===== config.mk =====
export PLATFORM = sky130hd
export DESIGN_NAME = pmhb_cordic
export DESIGN_NICKNAME = d
export VERILOG_FILES = /design/src/rtl/pmhb_pkg.sv /design/src/rtl/pmhb_cordic.sv
export SDC_FILE = /design/constraint.sdc
export NUM_CORES = 1
export LEC_CHECK = 0
export BUFFER_PORTS_ARGS = -buffer_cell sky130_fd_sc_hd__buf_4
export CAP_MARGIN = 20
export CELL_PAD_IN_SITES_DETAIL_PLACEMENT = 0
export CELL_PAD_IN_SITES_GLOBAL_PLACEMENT = 2
export CORE_MARGIN = 2
export CORE_UTILIZATION = 45
export CTS_BUF_LIST = sky130_fd_sc_hd__clkbuf_8
export DETAILED_ROUTE_END_ITERATION = 12
export GPL_TIMING_DRIVEN = 0
export PLACE_DENSITY_LB_ADDON = 0.1
export REMOVE_ABC_BUFFERS = 1
export SYNTH_ARGS = -nofsm -noshare
export SYNTH_HDL_FRONTEND = slang
export SYNTH_SLANG_ARGS = --single-unit

===== constraint.sdc =====
create_clock -name clk -period 21.3 [get_ports clk]
set_clock_uncertainty 0.15 [all_clocks]
set_input_delay 6.39 -clock clk [delete_from_list [all_inputs] [get_ports clk]]
set_output_delay 6.39 -clock clk [all_outputs]
set_load 0.01 [all_outputs]

===== src/rtl/pmhb_pkg.sv =====
// pmhb_pkg: shared constants, codes, types and the arctangent table for the
// polar max-height binning unit
// depends on nothing
package pmhb_pkg;

  localparam int MAX_RINGS_DEF     = 32;
  localparam int MAX_SECTORS_DEF   = 64;
  localparam int COORD_BITS_DEF    = 24;
  localparam int FRACTION_BITS_DEF = 8;

  localparam int CELL_W        = 24;
  localparam int RADIUS_W      = 23;
  localparam int RING_CNT_W    = 6;
  localparam int SECTOR_CNT_W  = 7;
  localparam int CNT_W         = 7;
  localparam int CFG_IDX_W     = 2;
  localparam int CFG_W         = 23;
  localparam int ACTION_W      = 2;
  localparam int STATUS_W      = 3;
  localparam int READ_RING_W   = 5;
  localparam int READ_SECTOR_W = 6;
  localparam int ANGLE_W       = 32;
  localparam int STEP_W        = 5;
  localparam int CORDIC_STEPS  = 30;
  localparam int HEIGHT_W      = 40;

  localparam logic [CELL_W-1:0] CELL_MAX = {CELL_W{1'b1}};

  localparam logic [RADIUS_W-1:0]     MAX_RADIUS_RST   = 23'd20480;
  localparam logic [RING_CNT_W-1:0]   RING_COUNT_RST   = 6'd20;
  localparam logic [SECTOR_CNT_W-1:0] SECTOR_COUNT_RST = 7'd60;

  localparam logic [CFG_IDX_W-1:0] CFG_MAX_RADIUS   = 2'd0;
  localparam logic [CFG_IDX_W-1:0] CFG_RING_COUNT   = 2'd1;
  localparam logic [CFG_IDX_W-1:0] CFG_SECTOR_COUNT = 2'd2;

  localparam logic [ACTION_W-1:0] ACT_ADD    = 2'd0;
  localparam logic [ACTION_W-1:0] ACT_READ   = 2'd1;
  localparam logic [ACTION_W-1:0] ACT_CLEAR  = 2'd2;
  localparam logic [ACTION_W-1:0] ACT_UNUSED = 2'd3;

  localparam logic [STATUS_W-1:0] ST_BINNED   = 3'd0;
  localparam logic [STATUS_W-1:0] ST_OUTSIDE  = 3'd1;
  localparam logic [STATUS_W-1:0] ST_READ     = 3'd2;
  localparam logic [STATUS_W-1:0] ST_CLEARED  = 3'd3;
  localparam logic [STATUS_W-1:0] ST_BAD_ADDR = 3'd4;

  typedef enum logic [1:0] {GOP_READ, GOP_UPDATE, GOP_CLEAR} grid_op_t;

  typedef struct packed {
    logic     valid;
    grid_op_t op;
  } grid_req_t;

  typedef struct packed {
    logic done;
    logic ready;
  } grid_resp_t;

  typedef enum logic [2:0] {TP_INIT, TP_IDLE, TP_LOCATE, TP_GRID, TP_RESULT} top_state_t;
  typedef enum logic [1:0] {GR_SWEEP, GR_IDLE, GR_WAIT} grid_state_t;
  typedef enum logic [2:0] {
    RG_IDLE, RG_SQX, RG_SQY, RG_SUM, RG_CHECK, RG_LHS, RG_MUL, RG_CMP
  } ring_state_t;
  typedef enum logic [1:0] {CD_IDLE, CD_ITER, CD_MUL, CD_SECT} cordic_state_t;

  function automatic logic [ANGLE_W-1:0] atan_entry(input logic [STEP_W-1:0] i);
    logic [ANGLE_W-1:0] t;
    unique case (i)
      5'd0:    t = 32'h20000000;
      5'd1:    t = 32'h12E4051E;
      5'd2:    t = 32'h09FB385B;
      5'd3:    t = 32'h051111D4;
      5'd4:    t = 32'h028B0D43;
      5'd5:    t = 32'h0145D7E1;
      5'd6:    t = 32'h00A2F61E;
      5'd7:    t = 32'h00517C55;
      5'd8:    t = 32'h0028BE53;
      5'd9:    t = 32'h00145F2F;
      5'd10:   t = 32'h000A2F98;
      5'd11:   t = 32'h000517CC;
      5'd12:   t = 32'h00028BE6;
      5'd13:   t = 32'h000145F3;
      5'd14:   t = 32'h0000A2FA;
      5'd15:   t = 32'h0000517D;
      5'd16:   t = 32'h000028BE;
      5'd17:   t = 32'h0000145F;
      5'd18:   t = 32'h00000A30;
      5'd19:   t = 32'h00000518;
      5'd20:   t = 32'h0000028C;
      5'd21:   t = 32'h00000146;
      5'd22:   t = 32'h000000A3;
      5'd23:   t = 32'h00000051;
      5'd24:   t = 32'h00000029;
      5'd25:   t = 32'h00000014;
      5'd26:   t = 32'h0000000A;
      5'd27:   t = 32'h00000005;
      5'd28:   t = 32'h00000003;
      5'd29:   t = 32'h00000001;
      default: t = 32'h00000000;
    endcase
    return t;
  endfunction

endpackage


===== src/rtl/pmhb_cordic.sv =====
// pmhb_cordic: vectoring cordic for the binary angle and the sector index
// depends on pmhb_pkg
module pmhb_cordic import pmhb_pkg::*; #(
  parameter int COORD_BITS = COORD_BITS_DEF
) (
  input  logic                         clk,
  input  logic                         rst,
  input  logic                         start,
  input  logic signed [COORD_BITS-1:0] x_in,
  input  logic signed [COORD_BITS-1:0] y_in,
  input  logic [CNT_W-1:0]             sector_n,
  output logic                         done,
  output logic [CNT_W-1:0]             sector
);

  localparam int CW     = COORD_BITS + 19;
  localparam int PROD_W = 16 + CNT_W;
  localparam int Q_W    = PROD_W + 1;

  cordic_state_t state, state_next;

  logic signed [CW-1:0] cx, cy, xe, ye, dx, dy;
  logic [ANGLE_W-1:0]   ang, ang_rnd;
  logic [STEP_W-1:0]    i;
  logic [CNT_W-1:0]     n;
  logic [PROD_W-1:0]    prod;
  logic [Q_W-1:0]       q_sum;
  logic [Q_W-17:0]      q;
  logic                 origin, neg, last;

  assign xe      = CW'(x_in);
  assign ye      = CW'(y_in);
  assign origin  = (x_in == '0) && (y_in == '0);
  assign neg     = x_in[COORD_BITS-1];
  assign dx      = cy >>> i;
  assign dy      = cx >>> i;
  assign last    = (i == STEP_W'(CORDIC_STEPS - 1));
  assign ang_rnd = ang + 32'h0000_8000;
  assign q_sum   = Q_W'(prod) + Q_W'(16'hFFFF);
  assign q       = q_sum[Q_W-1:16];

  always_ff @(posedge clk) begin
    if (rst) begin
      state <= CD_IDLE;
    end else begin
      state <= state_next;
    end
  end

  always_comb begin
    state_next = state;
    unique case (state)
      CD_IDLE: if (start) state_next = origin ? CD_MUL : CD_ITER;
      CD_ITER: if (last) state_next = CD_MUL;
      CD_MUL:  state_next = CD_SECT;
      CD_SECT: state_next = CD_IDLE;
      default: state_next = CD_IDLE;
    endcase
  end

  always_ff @(posedge clk) begin
    if (rst) begin
      done <= 1'b0;
    end else begin
      done <= (state == CD_SECT);
    end
  end

  always_ff @(posedge clk) begin
    unique case (state)
      CD_IDLE: begin
        if (start) begin
          cx  <= (neg ? -xe : xe) <<< 16;
          cy  <= (neg ? -ye : ye) <<< 16;
          ang <= (neg && !origin) ? 32'h8000_0000 : '0;
          i   <= '0;
          n   <= sector_n;
        end
      end
      CD_ITER: begin
        if (!cy[CW-1]) begin
          cx  <= cx + dx;
          cy  <= cy - dy;
          ang <= ang + atan_entry(i);
        end else begin
          cx  <= cx - dx;
          cy  <= cy + dy;
          ang <= ang - atan_entry(i);
        end
        i <= i + 1'b1;
      end
      CD_MUL: prod <= PROD_W'(ang_rnd[31:16]) * PROD_W'(n);
      CD_SECT: begin
        if (q == '0) begin
          sector <= '0;
        end else if (q > (Q_W-16)'(n)) begin
          sector <= n - 1'b1;
        end else begin
          sector <= CNT_W'(q - 1'b1);
        end
      end
      default: ;
    endcase
  end

endmodule


Yosys cells after proc, flatten, opt, wreduce, memory -nomap -nowiden
Memories as Yosys holds them, arrays and structs flattened. A register that Yosys moved wholly into a read port is not among the register bits.
Cells that the tools add are included.
- add/subtract/negate cells: 13
- $mul: 1
- order comparisons: 1
- eq/ne operators: 6
- shift operators: 2
- multiplexer cells: 25
- reductions and logical operators: 11
- operators by type and width (operator ; count):
    two-way mux 32 bit ; 7
    two-way mux 43 bit ; 4
    case mux 43 bit (2 select lines) ; 2
    adder 43 bit ; 2
    >>> shifter 43 x 5 -> 43 bit ; 2
    subtractor 43 bit ; 2
    case mux 32 bit (2 select lines) ; 1
    two-way mux 27 bit ; 2
    negator 24 -> 27 bit ; 2
    logical NOT 24 bit ; 2
    adder 32 x 16 -> 32 bit (second input constant) ; 1
    adder 32 bit ; 1
    subtractor 32 bit ; 1
    adder 23 x 16 -> 24 bit (second input constant) ; 1
    multiplier 16 x 7 -> 23 bit ; 1
    two-way mux 5 bit ; 3
    subtractor 7 x 1 -> 7 bit (second input constant) ; 2
    case mux 5 bit (2 select lines) ; 1
    greater-than comparator 8 x 7 -> 1 bit ; 1
    logical NOT 8 bit ; 1
    case mux 2 bit (4 select lines) ; 1
    two-way mux 7 bit ; 1
    two-way mux 2 bit ; 3
    AND reduction 2 bit ; 3
    9 further kinds ; 12
- register bits after elaboration: 163
- ROM bits: 1920
- output and inout port bits: 8
- word-level logic and storage cells: 70
- memories: 2
- memory list (memory ; words ; width ; rd ports ; clocked after memory_dff ; write ports ; RTL line ; RTL):
    (no name shown) ; 32 ; 30 ; 1 ; 1 ; 0 ; pmhb_pkg.sv:69 ; unique case (i)
    (no name shown) ; 32 ; 30 ; 1 ; 1 ; 0 ; pmhb_pkg.sv:69 ;

Logic depth before layout (Yosys ltp)
- depth after elaboration: 7
- mapped depth: 30

Least setup slack after synthesis
Ideal clock, no wire load.
- path kind: input -> register
- start: in start
- end: reg with a tool-made name
- setup time: 0.119 ns
- data arrival time: 10.544 ns
- data required time: 21.031 ns
- slack: 10.487 ns
- stages: 8
- cell sequence: nand2b_1 > o21ai_1 > inv_1 > mux2i_1 > clkbuf_1 > nor2_1 > nand3_1 > o221a_2
- RTL lines (item ; RTL line ; RTL):
    start, declared ; pmhb_cordic.sv:8 ; input logic start,

==> results.yml <==
final_layout:
  fillCellCount: 5666
  diodes: 0
  areaGrowthSynthToFinish_pct: 8.16
  final_nets: 3350
  drive_gt1_share_pct: 10.9
worst_setup_path:
  cp_num_buf_inv: 2
  worstPathMaxFanout: 13
  crit_type: "input port to flop"
  worst_path_largest_cell_delay_ps: 670
  cp_slowest_cell: "a22oi_1"
  critical_path.top_delay_family: "compound AO/OA/AOI/OAI gates"
  critPathRequiredTime_ps: 21650
  cp.arrival_ps: 9280
  worstPathCellList: "buf_4, nand2b_1, o21ai_1, a22oi_1, clkinv_1, ha_1, o21ai_0, a21oi_1, o221a_2"
  end_kind: "flop"
  setup.worst_path.start_class: "input port"
die:
  die_h_um: 247
  initial_core_util_pct: 45.7
  die_area_mm2: 0.0608
  fp.coreArea_mm2: 0.0579
  die_w_um: 247
  row_count: 88
  io_pins: 66
timing:
  fin_crit_sh_pct: 41.9
  setup_viol: 0
  worstMarginPinSlew_ps: 1130
  fin_crit_ps: 8930
  final-hold-violation-count: 0
  fmax_mhz: 112
  rsz0062_at_grt: "no"
  whs_ps: 414
  fin_tns_setup_ps: 0
  slew_violations: 0
  relSlewSlack_pct: 24.7
clock_tree:
  post_cts_buffers: 0
  root_buffer: "clkbuf_8"
  ctsResizeCount: 0
  clk_path_buf_depth: 2
  path_clk_slew_ps: 140
  insertion_delay_ps: 610
  htree_levels: 4
  cts.sinks: 193
  ctsHoldBuffers: 0
  cts_made_buffers: 17
  cts_tree: "yes"
synth:
  synth_area_mm2: 0.0265
  yosysSeqAreaShare_pct: 20.6
  synth-edff-count: 160
  synth.avg_cell_area_um2: 8.64
  ys_ff_latch: 193
  netlist_instances: 3064
  yosysWarnings: 0
  async_flop_share_pct: 0
  ys.flop_type: "edfxtp_1"
  synth_cell_types: 91
drt:
  via_count: 23700
  finalWirelength_um: 80900
  post_drt_wl_per_cell_um: 21.2
  drt_pre_antenna_iters: 7
  ant_nets: 0
  drc_errors: 0
  drtIter0Drc: 1974
  viasPerCell: 6.20
global_routing:
  grt_max_degree: 69
  antenna_found_initial: 1
  grt_pass1_vias: 22700
  gr-total-overflow: 0
  grt_usage_pct: 26.8
  grt_pass1_wl_um: 128000
hold_path:
  hold_path.class: "flop to flop"
placed_design:
  place_congestion: 0.909
  hpwl_um: 62700
  io_buffers: 65
flow_run:
  cap_violations: 0
status:
  outcome: "finished clean"
==> metrics by stage <==
| stage | utilization [%] | setup WS (ps) | instances | instance area (um^2) |
|---|---|---|---|---|
| 2_1_floorplan | - | 8780 | 2916 | 25800 |
| 3_3_place_gp | 47.0 | 4480 | 3746 | 27200 |
| 3_5_place_dp | 48.6 | 11660 | 3781 | 28200 |
| 4_1_cts | 49.4 | 12320 | 3813 | 28600 |
| 5_1_grt | 49.4 | 12160 | 3815 | 28600 |
| 6_report | 49.4 | 12370 | 3815 | 28600 |
==> cells in the mapped netlist, drive strengths merged (33+ instances only) <==
library cell / count / area share (%)
inv: 149 / 2.1
xnor2: 163 / 5.4
buf: 55 / 1.3
nor2: 381 / 5.4
nand2: 222 / 3.2
mux2i: 71 / 2.7
a21o: 74 / 2.1
a31oi: 38 / 0.90
dfxtp: 33 / 2.5
a211oi: 42 / 1.2
nand2b: 48 / 1.1
nand3: 52 / 0.98
mux2: 49 / 2.1
nor2b: 41 / 0.97
nor3: 79 / 1.5
edfxtp: 160 / 18
ha: 183 / 8.6
a21oi: 260 / 4.9
clkbuf: 93 / 1.3
and2: 36 / 0.85
mux4: 111 / 9.5
fa: 72 / 5.4
xor2: 109 / 3.6
o21ai: 176 / 3.3
==> layout by cell type, fill, tap and decap left out, drive strengths merged, types with 49 or more instances in the layout <==
cell / n
inv: 162
ha: 183
o21ai: 176
nand3: 52
edfxtp: 160
nor2: 381
fa: 72
mux2i: 71
mux2: 49
mux4: 111
nand2: 222
xnor2: 163
a21o: 74
xor2: 109
a21oi: 260
buf: 102
nor3: 79
==> worst register-to-register path, stage by stage (launching register included) <==
cell and delay [ps]:
edfxtp_1 790, buf_16 240, buf_16 180, buf_16 190
buf_16 200, mux4_2 570, a221o_1 320, a222oi_1 780
and3_1 310, nor2b_1 320, and4_1 400, and2_1 320
nand2_1 110, mux2i_1 150, o22ai_1 340, ha_1 370
inv_1 70, o21ai_0 80, a21o_1 190, nand3_1 80
nand2_1 70, a2111oi_0 820, o31ai_1 250, a31o_2 370
o21a_1 190, or3_1 300, a31o_2 230
==> layout make-up <==
class / instances / area [um^2] / area share, %
Sequential cell: 193 / 5470 / 19.1
Clock inverter: 15 / 205 / 0.717
Clock buffer: 17 / 234 / 0.817
Multi-Input combinational cell: 2572 / 19800 / 69.1
Inverter: 151 / 579 / 2.02
Tap cell: 765 / 957 / 3.34
Timing Repair Buffer: 102 / 1410 / 4.94
==> final timing paths <==
path               to      from  cells after the start  slack [ps]
max reg2reg    cx[34]      i[0]                     26       12680
min reg2reg  state[1]  state[1]                      2         410
max              flop     start                      9       12370
min          state[1]  state[1]                      2         410
==> metal layers <==
metal / up-vias / wire [um] / share of wire (%) / global-route usage (%)
li1: 11300 / - / - / -
met1: 11600 / 38700 / 48 / 39.2
met2: 727 / 35600 / 44 / 41.2
met3: 84 / 5280 / 6.5 / 4.39
met4: 2 / 1330 / 1.6 / 6.04
met5: - / 11 / 0.014 / 0
==> cell families after synthesis <==
kind of cell               share of synthesized area [%]
xor gates and xnor gates                            9.00
buffers and inverters                               4.75
and+or+nand+nor                                     17.7
muxes                                               14.3
DFF                                                 20.6
adders and majority gates                           14.1
AOI/OAI and AO/OA                                   19.5
Power is left out: the tool's default activity adds up to more than one toggle a clock period on the data nets, which glitch-free logic cannot reach.
